File: config.mk
export PLATFORM = sky130hd
export DESIGN_NAME = nucleotide_two_bit_packer_flat
export DESIGN_NICKNAME = d
export VERILOG_FILES = /design/src/rtl/ntbp_pkg.sv /design/src/rtl/ntbp_if.sv /design/src/rtl/ntbp_pack_core.sv /design/src/rtl/nucleotide_two_bit_packer.sv /design/src/flat_wrapper.sv
export SDC_FILE = /design/constraint.sdc
export NUM_CORES = 1
export LEC_CHECK = 0
export BUFFER_PORTS_ARGS = -buffer_cell sky130_fd_sc_hd__buf_2
export CAP_MARGIN = 20
export CORE_MARGIN = 1.5
export CORE_UTILIZATION = 25
export CTS_BUF_LIST = sky130_fd_sc_hd__clkbuf_4 sky130_fd_sc_hd__clkbuf_8
export CTS_CLUSTER_DIAMETER = 100
export DETAILED_ROUTE_END_ITERATION = 8
export SETUP_SLACK_MARGIN = 0.3
export SKIP_LAST_GASP = 1
export SYNTH_ARGS = -nofsm -noshare
export SYNTH_HDL_FRONTEND = slang
export SYNTH_HIERARCHICAL = 1
export SYNTH_SLANG_ARGS = --single-unit
File: constraint.sdc
create_clock -name clk_i -period 4.56 [get_ports clk_i]
set_clock_uncertainty 0.05 [all_clocks]
set_input_delay 0.684 -clock clk_i [delete_from_list [all_inputs] [get_ports clk_i]]
set_output_delay 0.684 -clock clk_i [all_outputs]
set_load 0.005 [all_outputs]
File: src/rtl/ntbp_pkg.sv
// ----------------------------------------------------------------------------
// ntbp_pkg
// Types, constants and byte decode shared by the nucleotide packer.
// ----------------------------------------------------------------------------
package ntbp_pkg;

  localparam int unsigned BasesPerWordDefault = 32;
  localparam int unsigned WordW  = 64;
  localparam int unsigned LenW   = 26;
  localparam int unsigned ValidW = 6;
  localparam int unsigned ByteW  = 8;

  localparam logic [LenW-1:0] HardLengthLimit = 26'd67108861;

  typedef enum logic [2:0] {
    KIND_WORD        = 3'd0,
    KIND_DONE        = 3'd1,
    KIND_ILLEGAL     = 3'd2,
    KIND_TOO_LONG    = 3'd3,
    KIND_EMPTY       = 3'd4,
    KIND_AFTER_ERROR = 3'd5
  } kind_e;

  typedef enum logic [2:0] {
    CLS_A       = 3'd0,
    CLS_C       = 3'd1,
    CLS_G       = 3'd2,
    CLS_T       = 3'd3,
    CLS_SKIP    = 3'd4,
    CLS_ILLEGAL = 3'd5
  } cls_e;

  typedef struct packed {
    logic             action;
    logic [ByteW-1:0] char_byte;
  } beat_t;

  typedef struct packed {
    kind_e             kind;
    logic [WordW-1:0]  packed_word;
    logic [ValidW-1:0] bases_valid;
    logic [LenW-1:0]   seq_length;
    logic [ByteW-1:0]  bad_char;
  } res_t;

  // U is folded onto T; CR, LF and NUL are dropped silently.
  function automatic cls_e classify(input logic [ByteW-1:0] b);
    cls_e c;
    case (b)
      8'h41, 8'h61:               c = CLS_A;
      8'h43, 8'h63:               c = CLS_C;
      8'h47, 8'h67:               c = CLS_G;
      8'h54, 8'h74, 8'h55, 8'h75: c = CLS_T;
      8'h0A, 8'h0D, 8'h00:        c = CLS_SKIP;
      default:                    c = CLS_ILLEGAL;
    endcase
    return c;
  endfunction

endpackage

File: src/rtl/ntbp_if.sv
// ----------------------------------------------------------------------------
// ntbp_if
// Valid/ready channels of the packer: sequence input, result and config.
// ----------------------------------------------------------------------------
interface ntbp_in_if;
  logic                      valid;
  logic                      ready;
  logic                      action;
  logic [ntbp_pkg::ByteW-1:0] char_byte;

  modport source (output valid, output action, output char_byte, input ready);
  modport sink   (input valid, input action, input char_byte, output ready);
endinterface

interface ntbp_out_if;
  logic                        valid;
  logic                        ready;
  ntbp_pkg::kind_e             kind;
  logic [ntbp_pkg::WordW-1:0]  packed_word;
  logic [ntbp_pkg::ValidW-1:0] bases_valid;
  logic [ntbp_pkg::LenW-1:0]   seq_length;
  logic [ntbp_pkg::ByteW-1:0]  bad_char;

  modport source (output valid, output kind, output packed_word, output bases_valid,
                  output seq_length, output bad_char, input ready);
  modport sink   (input valid, input kind, input packed_word, input bases_valid,
                  input seq_length, input bad_char, output ready);
endinterface

interface ntbp_cfg_if;
  logic                      valid;
  logic                      ready;
  logic [ntbp_pkg::LenW-1:0] data;

  modport source (output valid, output data, input ready);
  modport sink   (input valid, input data, output ready);
endinterface

File: src/rtl/ntbp_pack_core.sv
// ----------------------------------------------------------------------------
// ntbp_pack_core
// Sequence state and one-beat update: decode, pack, length check, end.
// ----------------------------------------------------------------------------
module ntbp_pack_core #(
  parameter int unsigned BASES_PER_WORD = ntbp_pkg::BasesPerWordDefault
) (
  input  logic                      clk_i,
  input  logic                      rst_ni,
  input  logic                      fire_i,
  input  ntbp_pkg::beat_t           beat_i,
  input  logic [ntbp_pkg::LenW-1:0] max_len_i,
  output logic                      res_vld_o,
  output ntbp_pkg::res_t            res_o
);

  localparam int unsigned FillW = $clog2(BASES_PER_WORD);
  localparam logic [FillW-1:0] FillLast = FillW'(BASES_PER_WORD - 1);

  logic [ntbp_pkg::WordW-1:0] buf_q, buf_d, buf_or;
  logic [FillW-1:0]           fill_q, fill_d;
  logic [ntbp_pkg::LenW-1:0]  count_q, count_d;
  logic                       err_q, err_d;
  ntbp_pkg::cls_e             cls;

  assign cls    = ntbp_pkg::classify(beat_i.char_byte);
  assign buf_or = buf_q | ({{(ntbp_pkg::WordW-2){1'b0}}, cls[1:0]} << {fill_q, 1'b0});

  always_comb begin
    buf_d     = buf_q;
    fill_d    = fill_q;
    count_d   = count_q;
    err_d     = err_q;
    res_vld_o = 1'b0;
    res_o     = '0;
    if (beat_i.action) begin
      res_vld_o = 1'b1;
      if (err_q) begin
        res_o.kind = ntbp_pkg::KIND_AFTER_ERROR;
      end else if (count_q == '0) begin
        res_o.kind = ntbp_pkg::KIND_EMPTY;
      end else begin
        res_o.kind        = ntbp_pkg::KIND_DONE;
        res_o.packed_word = buf_q;
        res_o.bases_valid = ntbp_pkg::ValidW'(fill_q);
        res_o.seq_length  = count_q;
      end
      buf_d   = '0;
      fill_d  = '0;
      count_d = '0;
      err_d   = 1'b0;
    end else if (!err_q) begin
      case (cls)
        ntbp_pkg::CLS_SKIP: ;
        ntbp_pkg::CLS_ILLEGAL: begin
          err_d          = 1'b1;
          res_vld_o      = 1'b1;
          res_o.kind     = ntbp_pkg::KIND_ILLEGAL;
          res_o.bad_char = beat_i.char_byte;
        end
        default: begin
          if (count_q >= max_len_i) begin
            err_d      = 1'b1;
            res_vld_o  = 1'b1;
            res_o.kind = ntbp_pkg::KIND_TOO_LONG;
          end else begin
            count_d = count_q + 1'b1;
            if (fill_q == FillLast) begin
              res_vld_o         = 1'b1;
              res_o.kind        = ntbp_pkg::KIND_WORD;
              res_o.packed_word = buf_or;
              res_o.bases_valid = ntbp_pkg::ValidW'(BASES_PER_WORD);
              buf_d             = '0;
              fill_d            = '0;
            end else begin
              buf_d  = buf_or;
              fill_d = fill_q + 1'b1;
            end
          end
        end
      endcase
    end
  end

  always_ff @(posedge clk_i or negedge rst_ni) begin
    if (!rst_ni) begin
      buf_q   <= '0;
      fill_q  <= '0;
      count_q <= '0;
      err_q   <= 1'b0;
    end else if (fire_i) begin
      buf_q   <= buf_d;
      fill_q  <= fill_d;
      count_q <= count_d;
      err_q   <= err_d;
    end
  end

endmodule

File: src/rtl/nucleotide_two_bit_packer.sv
// ----------------------------------------------------------------------------
// nucleotide_two_bit_packer
// Packs nucleotide bytes into words of 2-bit codes, first base lowest.
// A beat is held in the input register, then goes through the core into the result register.
// Throughput: one beat per cycle unless output stalls, set by the single-pass pack update.
// Reset clears the sequence state and sets max_length to its upper limit.
// ----------------------------------------------------------------------------
module nucleotide_two_bit_packer #(
  parameter int unsigned BASES_PER_WORD = ntbp_pkg::BasesPerWordDefault
) (
  input  logic          clk_i,
  input  logic          rst_ni,
  ntbp_in_if.sink       in_i,
  ntbp_cfg_if.sink      cfg_i,
  ntbp_out_if.source    out_o
);

  // Input register: the beat waits here for one pass through the core.
  logic            in_vld_q;
  ntbp_pkg::beat_t in_beat_q;

  // Result register.
  logic            out_vld_q;
  ntbp_pkg::res_t  out_res_q;

  logic                      adv;
  logic                      fire;
  logic                      core_vld;
  ntbp_pkg::res_t            core_res;
  logic [ntbp_pkg::LenW-1:0] max_len_q;

  // The result stage moves whenever it is empty or being drained.
  assign adv        = !out_vld_q || out_o.ready;
  assign fire       = in_vld_q && adv;
  assign in_i.ready = !in_vld_q || adv;

  always_ff @(posedge clk_i or negedge rst_ni) begin
    if (!rst_ni) begin
      in_vld_q <= 1'b0;
    end else if (in_i.ready) begin
      in_vld_q <= in_i.valid;
    end
  end

  always_ff @(posedge clk_i) begin
    if (in_i.ready && in_i.valid) begin
      in_beat_q.action    <= in_i.action;
      in_beat_q.char_byte <= in_i.char_byte;
    end
  end

  // Config beats always taken; values above the hard limit are clamped.
  assign cfg_i.ready = 1'b1;

  always_ff @(posedge clk_i or negedge rst_ni) begin
    if (!rst_ni) begin
      max_len_q <= ntbp_pkg::HardLengthLimit;
    end else if (cfg_i.valid) begin
      max_len_q <= (cfg_i.data > ntbp_pkg::HardLengthLimit) ?
                   ntbp_pkg::HardLengthLimit : cfg_i.data;
    end
  end

  ntbp_pack_core #(
    .BASES_PER_WORD (BASES_PER_WORD)
  ) u_core (
    .clk_i     (clk_i),
    .rst_ni    (rst_ni),
    .fire_i    (fire),
    .beat_i    (in_beat_q),
    .max_len_i (max_len_q),
    .res_vld_o (core_vld),
    .res_o     (core_res)
  );

  // Skipped and dropped bytes leave the result stage empty.
  always_ff @(posedge clk_i or negedge rst_ni) begin
    if (!rst_ni) begin
      out_vld_q <= 1'b0;
    end else if (adv) begin
      out_vld_q <= fire && core_vld;
    end
  end

  always_ff @(posedge clk_i) begin
    if (adv) begin
      out_res_q <= core_res;
    end
  end

  assign out_o.valid       = out_vld_q;
  assign out_o.kind        = out_res_q.kind;
  assign out_o.packed_word = out_res_q.packed_word;
  assign out_o.bases_valid = out_res_q.bases_valid;
  assign out_o.seq_length  = out_res_q.seq_length;
  assign out_o.bad_char    = out_res_q.bad_char;

  // A held input beat must not move while the result stage is blocked.
  a_in_hold : assert property (@(posedge clk_i) disable iff (!rst_ni)
    in_vld_q && !adv |=> in_vld_q && $stable(in_beat_q))
    else $error("input beat lost or changed while stalled");

  // Full words always carry a whole word of bases.
  a_word_count : assert property (@(posedge clk_i) disable iff (!rst_ni)
    out_o.valid && out_o.kind == ntbp_pkg::KIND_WORD |->
    out_o.bases_valid == ntbp_pkg::ValidW'(BASES_PER_WORD))
    else $error("full word with wrong base count");

  // A completed sequence is never empty and never fills a whole word.
  a_done_len : assert property (@(posedge clk_i) disable iff (!rst_ni)
    out_o.valid && out_o.kind == ntbp_pkg::KIND_DONE |->
    out_o.seq_length != '0 && out_o.bases_valid < ntbp_pkg::ValidW'(BASES_PER_WORD))
    else $error("bad length on sequence done");

endmodule

File: src/flat_wrapper.sv
// flat-port wrapper written by rule: the top's interface ports become plain ports
module nucleotide_two_bit_packer_flat 
#(
  parameter int unsigned BASES_PER_WORD = ntbp_pkg::BasesPerWordDefault
)
  (clk_i, rst_ni, in_i_valid, in_i_action, in_i_char_byte, in_i_ready, cfg_i_valid, cfg_i_data, cfg_i_ready, out_o_valid, out_o_kind, out_o_packed_word, out_o_bases_valid, out_o_seq_length, out_o_bad_char, out_o_ready);
  ntbp_in_if in_i_i ();
  ntbp_cfg_if cfg_i_i ();
  ntbp_out_if out_o_i ();
  input  logic clk_i;
  input  logic rst_ni;
  input wire logic [$bits(in_i_i.valid)-1:0] in_i_valid;
  input wire logic [$bits(in_i_i.action)-1:0] in_i_action;
  input wire logic [$bits(in_i_i.char_byte)-1:0] in_i_char_byte;
  output wire logic [$bits(in_i_i.ready)-1:0] in_i_ready;
  input wire logic [$bits(cfg_i_i.valid)-1:0] cfg_i_valid;
  input wire logic [$bits(cfg_i_i.data)-1:0] cfg_i_data;
  output wire logic [$bits(cfg_i_i.ready)-1:0] cfg_i_ready;
  output wire logic [$bits(out_o_i.valid)-1:0] out_o_valid;
  output wire logic [$bits(out_o_i.kind)-1:0] out_o_kind;
  output wire logic [$bits(out_o_i.packed_word)-1:0] out_o_packed_word;
  output wire logic [$bits(out_o_i.bases_valid)-1:0] out_o_bases_valid;
  output wire logic [$bits(out_o_i.seq_length)-1:0] out_o_seq_length;
  output wire logic [$bits(out_o_i.bad_char)-1:0] out_o_bad_char;
  input wire logic [$bits(out_o_i.ready)-1:0] out_o_ready;
  assign in_i_i.valid = in_i_valid;
  assign in_i_i.action = in_i_action;
  assign in_i_i.char_byte = in_i_char_byte;
  assign in_i_ready = in_i_i.ready;
  assign cfg_i_i.valid = cfg_i_valid;
  assign cfg_i_i.data = cfg_i_data;
  assign cfg_i_ready = cfg_i_i.ready;
  assign out_o_valid = out_o_i.valid;
  assign out_o_kind = out_o_i.kind;
  assign out_o_packed_word = out_o_i.packed_word;
  assign out_o_bases_valid = out_o_i.bases_valid;
  assign out_o_seq_length = out_o_i.seq_length;
  assign out_o_bad_char = out_o_i.bad_char;
  assign out_o_i.ready = out_o_ready;
  nucleotide_two_bit_packer #(.BASES_PER_WORD(BASES_PER_WORD)) u_core (.clk_i(clk_i), .rst_ni(rst_ni), .in_i(in_i_i), .cfg_i(cfg_i_i), .out_o(out_o_i));
endmodule
==> flow_metrics.tcl, run 1 <==
set metrics [dict create \
    dr_total_vias 8043 \
    synth_edf_count 116 \
    dr.pass1.iters 7 \
    ant_nets 0 \
    syn_area_per_cell_um2 11.7 \
    met1_length_um 13700 \
    tightest_slew_ns 1.08 \
    setup.worst_path.start "u_core/max_len_q[3]" \
    ys_ff_latch 240 \
    cts_root_buf "clkbuf_8" \
    track_usage_pct 13.3 \
    drtIter0Drc 578 \
    endpoint_kind "register" \
    routed-wl-met2_um 14000 \
    crit_required_ns 5.00 \
    worstPathMaxFanout 25 \
    numCtsBuffers 42 \
    cts_resized 0 \
    cts_setup_buffers 0 \
    cp_common_cell "a21o_1" \
    rsz0062_at_grt "no" \
    clk_latency_ns 0.58 \
    dieArea_mm2 0.0456 \
    clockBufferDepth 3 \
    startpoint_type "register" \
    cp_cell_sequence "inv_1 -> ha_1 -> a21o_1 -> a21o_1 -> a221o_1 -> o2111ai_2 -> nand2_2 -> nor4_4 -> a22o_1" \
    ys_async_sr_fraction_pct 51.7 \
    globalplace.congestion 0.786 \
    wl_met3_um 1670 \
    fin_setup_tns_ns 0 \
    cts_hold_buf 0 \
    path_buf_inv 1 \
    crit_path_top_delay_cell "nor4_4" \
    synth_area_mm2 0.0111 \
    ioPinCount 150 \
    topRoutingLayerUsed "met4" \
    drv_cap 0 \
    cts_sinks 240 \
    synth_cells 945 \
    status "finished clean" \
    yosysTopAreaCellShare_pct 31.5 \
    reg2reg_from "u_core/max_len_q[3]" \
    fmax_mhz 278 \
    r2r_end "u_core/u_core/buf_q[24]" \
    core-area_mm2 0.0434 \
    cts_tree "done" \
    htreeDepth 2 \
    r2r_cells 9 \
    p_per_area_mw_per_mm2 381 \
    finalSetupViolCount 0 \
    synth_cell_types 70 \
    power_uw 5070 \
    vdd_drop_max_mv 0.216 \
    die_y_um 213 \
    start_util_pct 25.5 \
    hpwl_um 20600 \
    slew_headroom_pct 27.8 \
    antenna_found_initial 0 \
    crit_family "simple AND/OR/NAND/NOR gates" \
    final_common_cell "buf_2" \
    detail_route.wl_per_cell_um 17.5 \
    p_leak_uw 0.00565 \
    rows 76 \
    fin_crit_sh_pct 78.8 \
    yosysTopAreaCell "edfxtp_1" \
    maxSlewViolCount 0 \
    grt_pass1_wl_um 47000 \
    synth.yosys.seq_area_share_pct 59.8 \
    most-common-layout-cells "buf_2 (147), edfxtp_1 (116), dfrtp_1 (99), nand2_1 (70), nor2_1 (64)" \
    crit_path_max_incr_delay_ns 0.93 \
    final_layout_size_suffix_gt1_share_pct 27.1 \
    cts.reportedPaths.clkPinSlew_ns 0.06 \
    ys.flop_type "edfxtp_1" \
    worstPathArrival_ns 4.04 \
    first_global_vias 8207 \
    hp-class "primary input to async pin" \
    die_x_um 213 \
    dp.cells 1635 \
    final_cells 1713 \
    drc_errors 0 \
    diodes 0 \
    place.port_buffers 148 \
    area_delta_synth_final_pct 20.0 \
    hold_viol 0 \
    drt-total-wl_um 30000 \
    synth_fp_nets 1015 \
    grt_max_degree 81 \
    whs_ns 0.168 \
    viasPerCell 4.70 \
    overflow 0 \
    nets 1164 \
    yosysWarnings 6 \
    ff2ff_setup_slack_ns 0.97 \
    fin_crit_ns 3.59 \
    critPathKind "register to register" \
    synthTopCellsByArea "edfxtp_1 (31%), dfrtp_1 (22%), dfstp_2 (5.9%)" \
]
flip-flops by register name, indices dropped and copies added (netlist names):
name	cells
u_core/out_o.packed_word	64
u_core/in_beat_q	9
u_core/u_core/count_q	26
u_core/out_o.seq_length	26
u_core/max_len_q	26
u_core/out_o.bases_valid	6
u_core/u_core/err_q	1
u_core/out_o.kind	3
u_core/out_o.valid	1
u_core/u_core/buf_q	64
u_core/u_core/fill_q	5
u_core/out_o.bad_char	8
u_core/in_vld_q	1
worst reg2reg max path: stages, from the launching register on:
cell and delay, ns:
dfstp_2 0.53, inv_1 0.04, ha_1 0.30, a21o_1 0.18
a21o_1 0.17, a221o_1 0.38, o2111ai_2 0.24, nand2_2 0.46
nor4_4 0.94, a22o_1 0.25
worst max-delay path by stage:
stage | endpoint | slack, ns | cells after the start
global route | u_core/u_core/buf_q[51] | 0.74 | 9
floorplan | u_core/u_core/buf_q[24] | 0.70 | 9
global placement | u_core/u_core/buf_q[55] | 1.03 | 8
CTS | u_core/u_core/buf_q[51] | 1.01 | 9
finish | u_core/u_core/buf_q[24] | 0.97 | 9
detailed placement | u_core/u_core/buf_q[51] | 0.92 | 8
report_power, final:
group          internal (uW)  total [uW]  switching (uW)
clock                   1180        2110             928
combinational            150         425             275
sequential              2440        2530            84.8
layout make-up:
cell class	instances	area, um2
multi-input cells	609	4040
fillers	4514	30100
well taps	585	732
inverters	38	143
clock inverters	22	203
repair buffers	163	856
flip-flops and latches	240	6620
clock buffers	56	696
per-layer routing:
layer,track usage [%],up-vias
li1,-,3767
met1,17.7,4020
met2,21.6,215
met3,3.09,41
met4,4.06,0
met5,0,-
metrics by stage:
step / setup slack (ns) / util (%) / cell area, um2
after global routing: 0.743 / 30.6 / 13300
after detailed placement: 0.919 / 28.6 / 12400
after CTS: 1.01 / 30.6 / 13300
after global placement: 1.03 / 28.6 / 12400
final: 0.968 / 30.6 / 13300
after floorplan: 0.698 / - / 11100
cell families (layout without fill, tap and decap cells):
family | count (synthesis) | after routing | synth area share, %
compound gates | 204 | 204 | 12.9
xor+xnor | 9 | 9 | 0.712
fa+ha+maj | 30 | 30 | 3.39
buf+inv | 96 | 279 | 3.89
flops | 240 | 240 | 59.8
mux | 24 | 24 | 2.43
other cells | 1 | 1 | 0.0339
simple gates | 341 | 341 | 16.9
cell usage after synthesis (all sizes together) (6+ instances only):
cell type  instances
o21ai             44
dfstp             25
xnor2              8
nor3              28
mux2              23
nand2b             8
nand3             26
or3               12
clkbuf            32
nor2b              7
buf               26
and2              42
ha                30
a21oi             43
o31ai              7
o21a              39
nor4              26
inv               38
edfxtp           116
nor2              66
a22o              39
nand3b             6
dfrtp             99
nand2             72
and3              10
o2bb2ai           12
nand4             20
No activity file was read; power rests on OpenSTA's default activity.
==> inputs of run 2 (changes only) <==
- clock period: 4.56 -> 3.4 ns (I/O delays scaled with it)
==> flow_metrics.tcl, run 2 (synthesis results as in run 1) <==
set metrics [dict create \
    drc_errors 0 \
    diodes 0 \
    fin_setup_tns_ns 0 \
    p_leak_uw 0.00578 \
    clockBufferDepth 3 \
    core-area_mm2 0.0434 \
    first_global_vias 8005 \
    dp.cells 1655 \
    power_frac_clock_pct 41.3 \
    drv_cap 0 \
    setup.worst_path.start "u_core/max_len_q[25]" \
    cts_tree "done" \
    cts_setup_buffers 0 \
    dr_total_vias 8020 \
    hpwl_um 20400 \
    nFillCells 4466 \
    endpoint_kind "register" \
    drtIter0Drc 614 \
    nets 1184 \
    clk_latency_ns 0.58 \
    rsz0062_at_grt "yes" \
    hp-class "primary input to async pin" \
    dr.pass1.iters 5 \
    p_per_area_mw_per_mm2 503 \
    dieArea_mm2 0.0456 \
    r2r_cells 10 \
    detail_route.wl_per_cell_um 17.4 \
    comb_power_share_pct 8.9 \
    area_delta_synth_final_pct 21.7 \
    fmax_mhz 336 \
    top_usage_layer "met2" \
    p_sw_uw 1730 \
    switching_share_pct 25.5 \
    grt_use_met1_pct 17.3 \
    crit_required_ns 3.68 \
    htreeDepth 2 \
    reg2reg_from "u_core/max_len_q[25]" \
    die_y_um 213 \
    ant_nets 0 \
    final_common_cell "buf_2" \
    viasPerCell 4.63 \
    most-common-layout-cells "buf_2 (147), edfxtp_1 (116), dfrtp_1 (99), nand2_1 (70), nor2_1 (64)" \
    globalplace.congestion 0.808 \
    place.port_buffers 148 \
    ff2ff_setup_slack_ns 0.42 \
    cts.reportedPaths.clkPinSlew_ns 0.06 \
    fin_crit_sh_pct 87.7 \
    slew_headroom_pct 38.0 \
    start_util_pct 25.5 \
    worstPathArrival_ns 3.26 \
    fin_crit_ns 2.98 \
    p_int_uw 5050 \
    track_usage_pct 13.2 \
    tightest_slew_ns 0.930 \
    critPathKind "register to register" \
    overflow 0 \
    final_layout_size_suffix_gt1_share_pct 28.8 \
    cts_sinks 240 \
    grt_pass1_wl_um 46400 \
    worstPathMaxFanout 17 \
    seqPwrFrac_pct 49.8 \
    power_uw 6770 \
    grt_max_degree 66 \
    finalSetupViolCount 0 \
    drt-total-wl_um 30100 \
    numCtsBuffers 42 \
    vdd_drop_max_mv 0.355 \
    hold_viol 0 \
    met2_usage_pct 20.8 \
    maxSlewViolCount 0 \
    antenna_found_initial 0 \
    status "finished clean" \
    final_cells 1733 \
    die_x_um 213 \
    startpoint_type "register" \
    cts_root_buf "clkbuf_8" \
    ioPinCount 150 \
    rows 76 \
    grtUsageMet3_pct 3.32 \
]
-- run 2: cell type report --
| cell class | instances | area (um2) | share of cell area [%] |
|---|---|---|---|
| Sequential cell | 240 | 6620 | 49.1 |
| Timing Repair Buffer | 183 | 1050 | 7.80 |
| Clock inverter | 17 | 150 | 1.11 |
| Inverter | 38 | 143 | 1.06 |
| Multi-Input combinational cell | 609 | 4050 | 30.0 |
| Tap cell | 585 | 732 | 5.43 |
| Clock buffer | 61 | 733 | 5.44 |
-- run 2: worst paths after layout --
check                                          endpoint
max                        u_core/out_o.packed_word[60]
min                             u_core/u_core/buf_q[35]
max reg2reg                u_core/out_o.packed_word[60]
min reg2reg                        u_core/max_len_q[10]
max in group asynchronous          u_core/max_len_q[16]
min in group clk_i                  u_core/in_beat_q[3]
-- run 2: power by group through the flow --
stage          clock network [uW]  logic [uW]  registers (uW)
2_1_floorplan                   0         288            3410
3_3_place_gp                    0         609            3430
3_5_place_dp                    0         617            3430
4_1_cts                      2880         617            3380
5_1_grt                      3000         681            3390
6_report                     2800         604            3370
-- run 2: timing repair --
| action | in CTS | in global routing |
|---|---|---|
| hold buffers | 0 | 0 |
| gates resized for setup | 0 | 3 |
| endpoints found under the setup margin | 0 | 65 |
-- run 2: through the flow --
stage                     worst slack [ns]  hold WS (ns)  utilization, %  instance area (um2)
after floorplan                      0.354         0.164               -                11100
after global placement               0.423         0.412            29.0                12600
after detailed placement             0.364         0.414            29.0                12600
after CTS                            0.354        0.0315            31.0                13500
after global routing                 0.285        0.0429            31.1                13500
final                                0.420        0.0160            31.1                13500
-- run 2: worst max-delay path, cell delays in order (launching register included) --
cell	delay, ns
dfstp_2	0.53
inv_1	0.05
ha_1	0.29
nand3_1	0.14
nor4_2	0.45
a22oi_2	0.15
and3_1	0.27
nand4bb_1	0.17
buf_4	0.26
nor2_2	0.13
a22o_1	0.23
-- run 2: routing by layer --
metal  up-vias  routed length (um)  share of wire [%]
met5         -                   0                  0
met4         0                1080                3.6
met3        68                1950                6.5
met2       233               13900                 46
met1      3920               13300                 44
li1       3799                   -                  -
==> inputs of run 3 (changes only) <==
- REMOVE_ABC_BUFFERS: unset -> 1
- SKIP_LAST_GASP: 1 -> unset
==> flow_metrics.tcl, run 3 (synthesis results as in run 1) <==
set metrics [dict create \
    die_y_um 213 \
    cts_tree "done" \
    hp-class "primary input to register" \
    grt_pass1_wl_um 47600 \
    worstPathArrival_ns 3.48 \
    area_delta_synth_final_pct 24.1 \
    numCtsBuffers 44 \
    rows 76 \
    cts.reportedPaths.clkPinSlew_ns 0.06 \
    hpwl_um 20300 \
    status "finished clean" \
    hold_viol 0 \
    nets 1200 \
    ioPinCount 150 \
    vdd_drop_max_mv 0.233 \
    detail_route.wl_per_cell_um 17.3 \
    fin_setup_tns_ns 0 \
    drtIter0Drc 518 \
    critPathKind "register to register" \
    overflow 0 \
    die_x_um 213 \
    endpoint_kind "register" \
    globalplace.congestion 0.855 \
    htreeDepth 2 \
    design_area_mm2 0.0137 \
    dp_slack_ns 0.344 \
    maxSlewViolCount 0 \
    drt-total-wl_um 30300 \
    track_usage_pct 13.6 \
    dieArea_mm2 0.0456 \
    finalSetupViolCount 0 \
    fin_crit_ns 3.01 \
    antenna_found_initial 0 \
    start_util_pct 25.5 \
    fin_crit_sh_pct 88.5 \
    clockBufferDepth 3 \
    startpoint_type "register" \
    p_leak_uw 0.00588 \
    final_layout_size_suffix_gt1_share_pct 29.4 \
    core-area_mm2 0.0434 \
    cts_sinks 240 \
    place.port_buffers 148 \
    most-common-layout-cells "buf_2 (147), edfxtp_1 (116), dfrtp_1 (99), nand2_1 (70), nor2_1 (64)" \
    final_common_cell "buf_2" \
    cts_root_buf "clkbuf_8" \
    grt_max_degree 82 \
    clk_latency_ns 0.60 \
    cts_setup_buffers 0 \
    drc_errors 0 \
    first_global_vias 8264 \
    viasPerCell 4.62 \
    worstPathMaxFanout 12 \
    drv_cap 0 \
    slew_headroom_pct 32.0 \
    dr.pass1.iters 5 \
    fmax_mhz 332 \
    rsz0062_at_grt "no" \
    ant_nets 0 \
    p_per_area_mw_per_mm2 506 \
    whs_ns 0.0550 \
    dr_total_vias 8093 \
    tightest_slew_ns 1.02 \
    placed_area_mm2 0.0126 \
    postLayoutSetupSlackWorst_ns 0.390 \
    crit_required_ns 3.87 \
]
run 3: changes by cell type in the layout (fill, tap and decap cells not counted), sizes merged:
cell	previous run	this run
buf	183	190
clkinv	13	10
clkbuf	61	68
inv	40	39
diode	0	1
dlygate4sd3	0	7
clkinvlp	0	1
run 3: where the power goes:
group / internal, uW / switching, uW / leakage [uW]
Clock: 1690 / 1270 / 0.000507
Combinational: 231 / 399 / 0.00249
Sequential: 3280 / 89.3 / 0.00289
run 3: stage by stage:
| step | instances | utilization, % | power [uW] |
|---|---|---|---|
| after floorplan | 887 | - | 3680 |
| after global placement | 1661 | 29.2 | 4030 |
| after detailed placement | 1661 | 29.2 | 4050 |
| after CTS | 1750 | 31.5 | 7090 |
| after global routing | 1751 | 31.7 | 7290 |
| final | 1752 | 31.7 | 6950 |
run 3: final timing paths:
| check | start | endpoint | slack, ns | cells after the start |
|---|---|---|---|---|
| min in group asynchronous | rst_ni | u_core/max_len_q[1] | 0.07 | 1 |
| max in group asynchronous | rst_ni | u_core/u_core/buf_q[19] | 2.36 | 2 |
| max reg2reg | u_core/max_len_q[3] | u_core/u_core/buf_q[39] | 0.39 | 12 |
| min reg2reg | u_core/max_len_q[10] | u_core/max_len_q[10] | 0.43 | 2 |
| max | u_core/max_len_q[3] | u_core/u_core/buf_q[39] | 0.39 | 12 |
| min | in_i_char_byte[7] | u_core/in_beat_q[7] | 0.05 | 1 |
run 3: final cells by class:
class / instances / area (um2)
inverters: 38 / 143
clock inverters: 14 / 135
fillers: 4417 / 29600
repair buffers: 197 / 1210
well taps: 585 / 732
clock buffers: 68 / 811
multi-input cells: 609 / 4090
flip-flops and latches: 240 / 6620
diodes: 1 / 2.50
run 3: repair_timing:
action,4_1_cts,5_1_grt
gates resized for setup,0,6
setup endpoints to repair,0,43
hold buffers,7,0
hold endpoints to repair,7,0
run 3: per-layer routing:
layer	track usage (%)	vias up	share of wire (%)
li1	-	3840	-
met4	5.71	0	2.8
met1	18.3	3960	45
met2	21.2	241	46
met3	3.03	52	6.3
met5	0	-	0
run 3: critical path, cell delays in order, from the launching register on:
cell,delay (ns)
dfstp_2,0.52
inv_1,0.04
ha_1,0.30
a21o_1,0.19
a21o_1,0.17
a221o_1,0.39
o2111a_1,0.19
buf_4,0.20
nor2_4,0.15
buf_4,0.21
nand4_1,0.10
buf_4,0.22
o2bb2ai_1,0.19
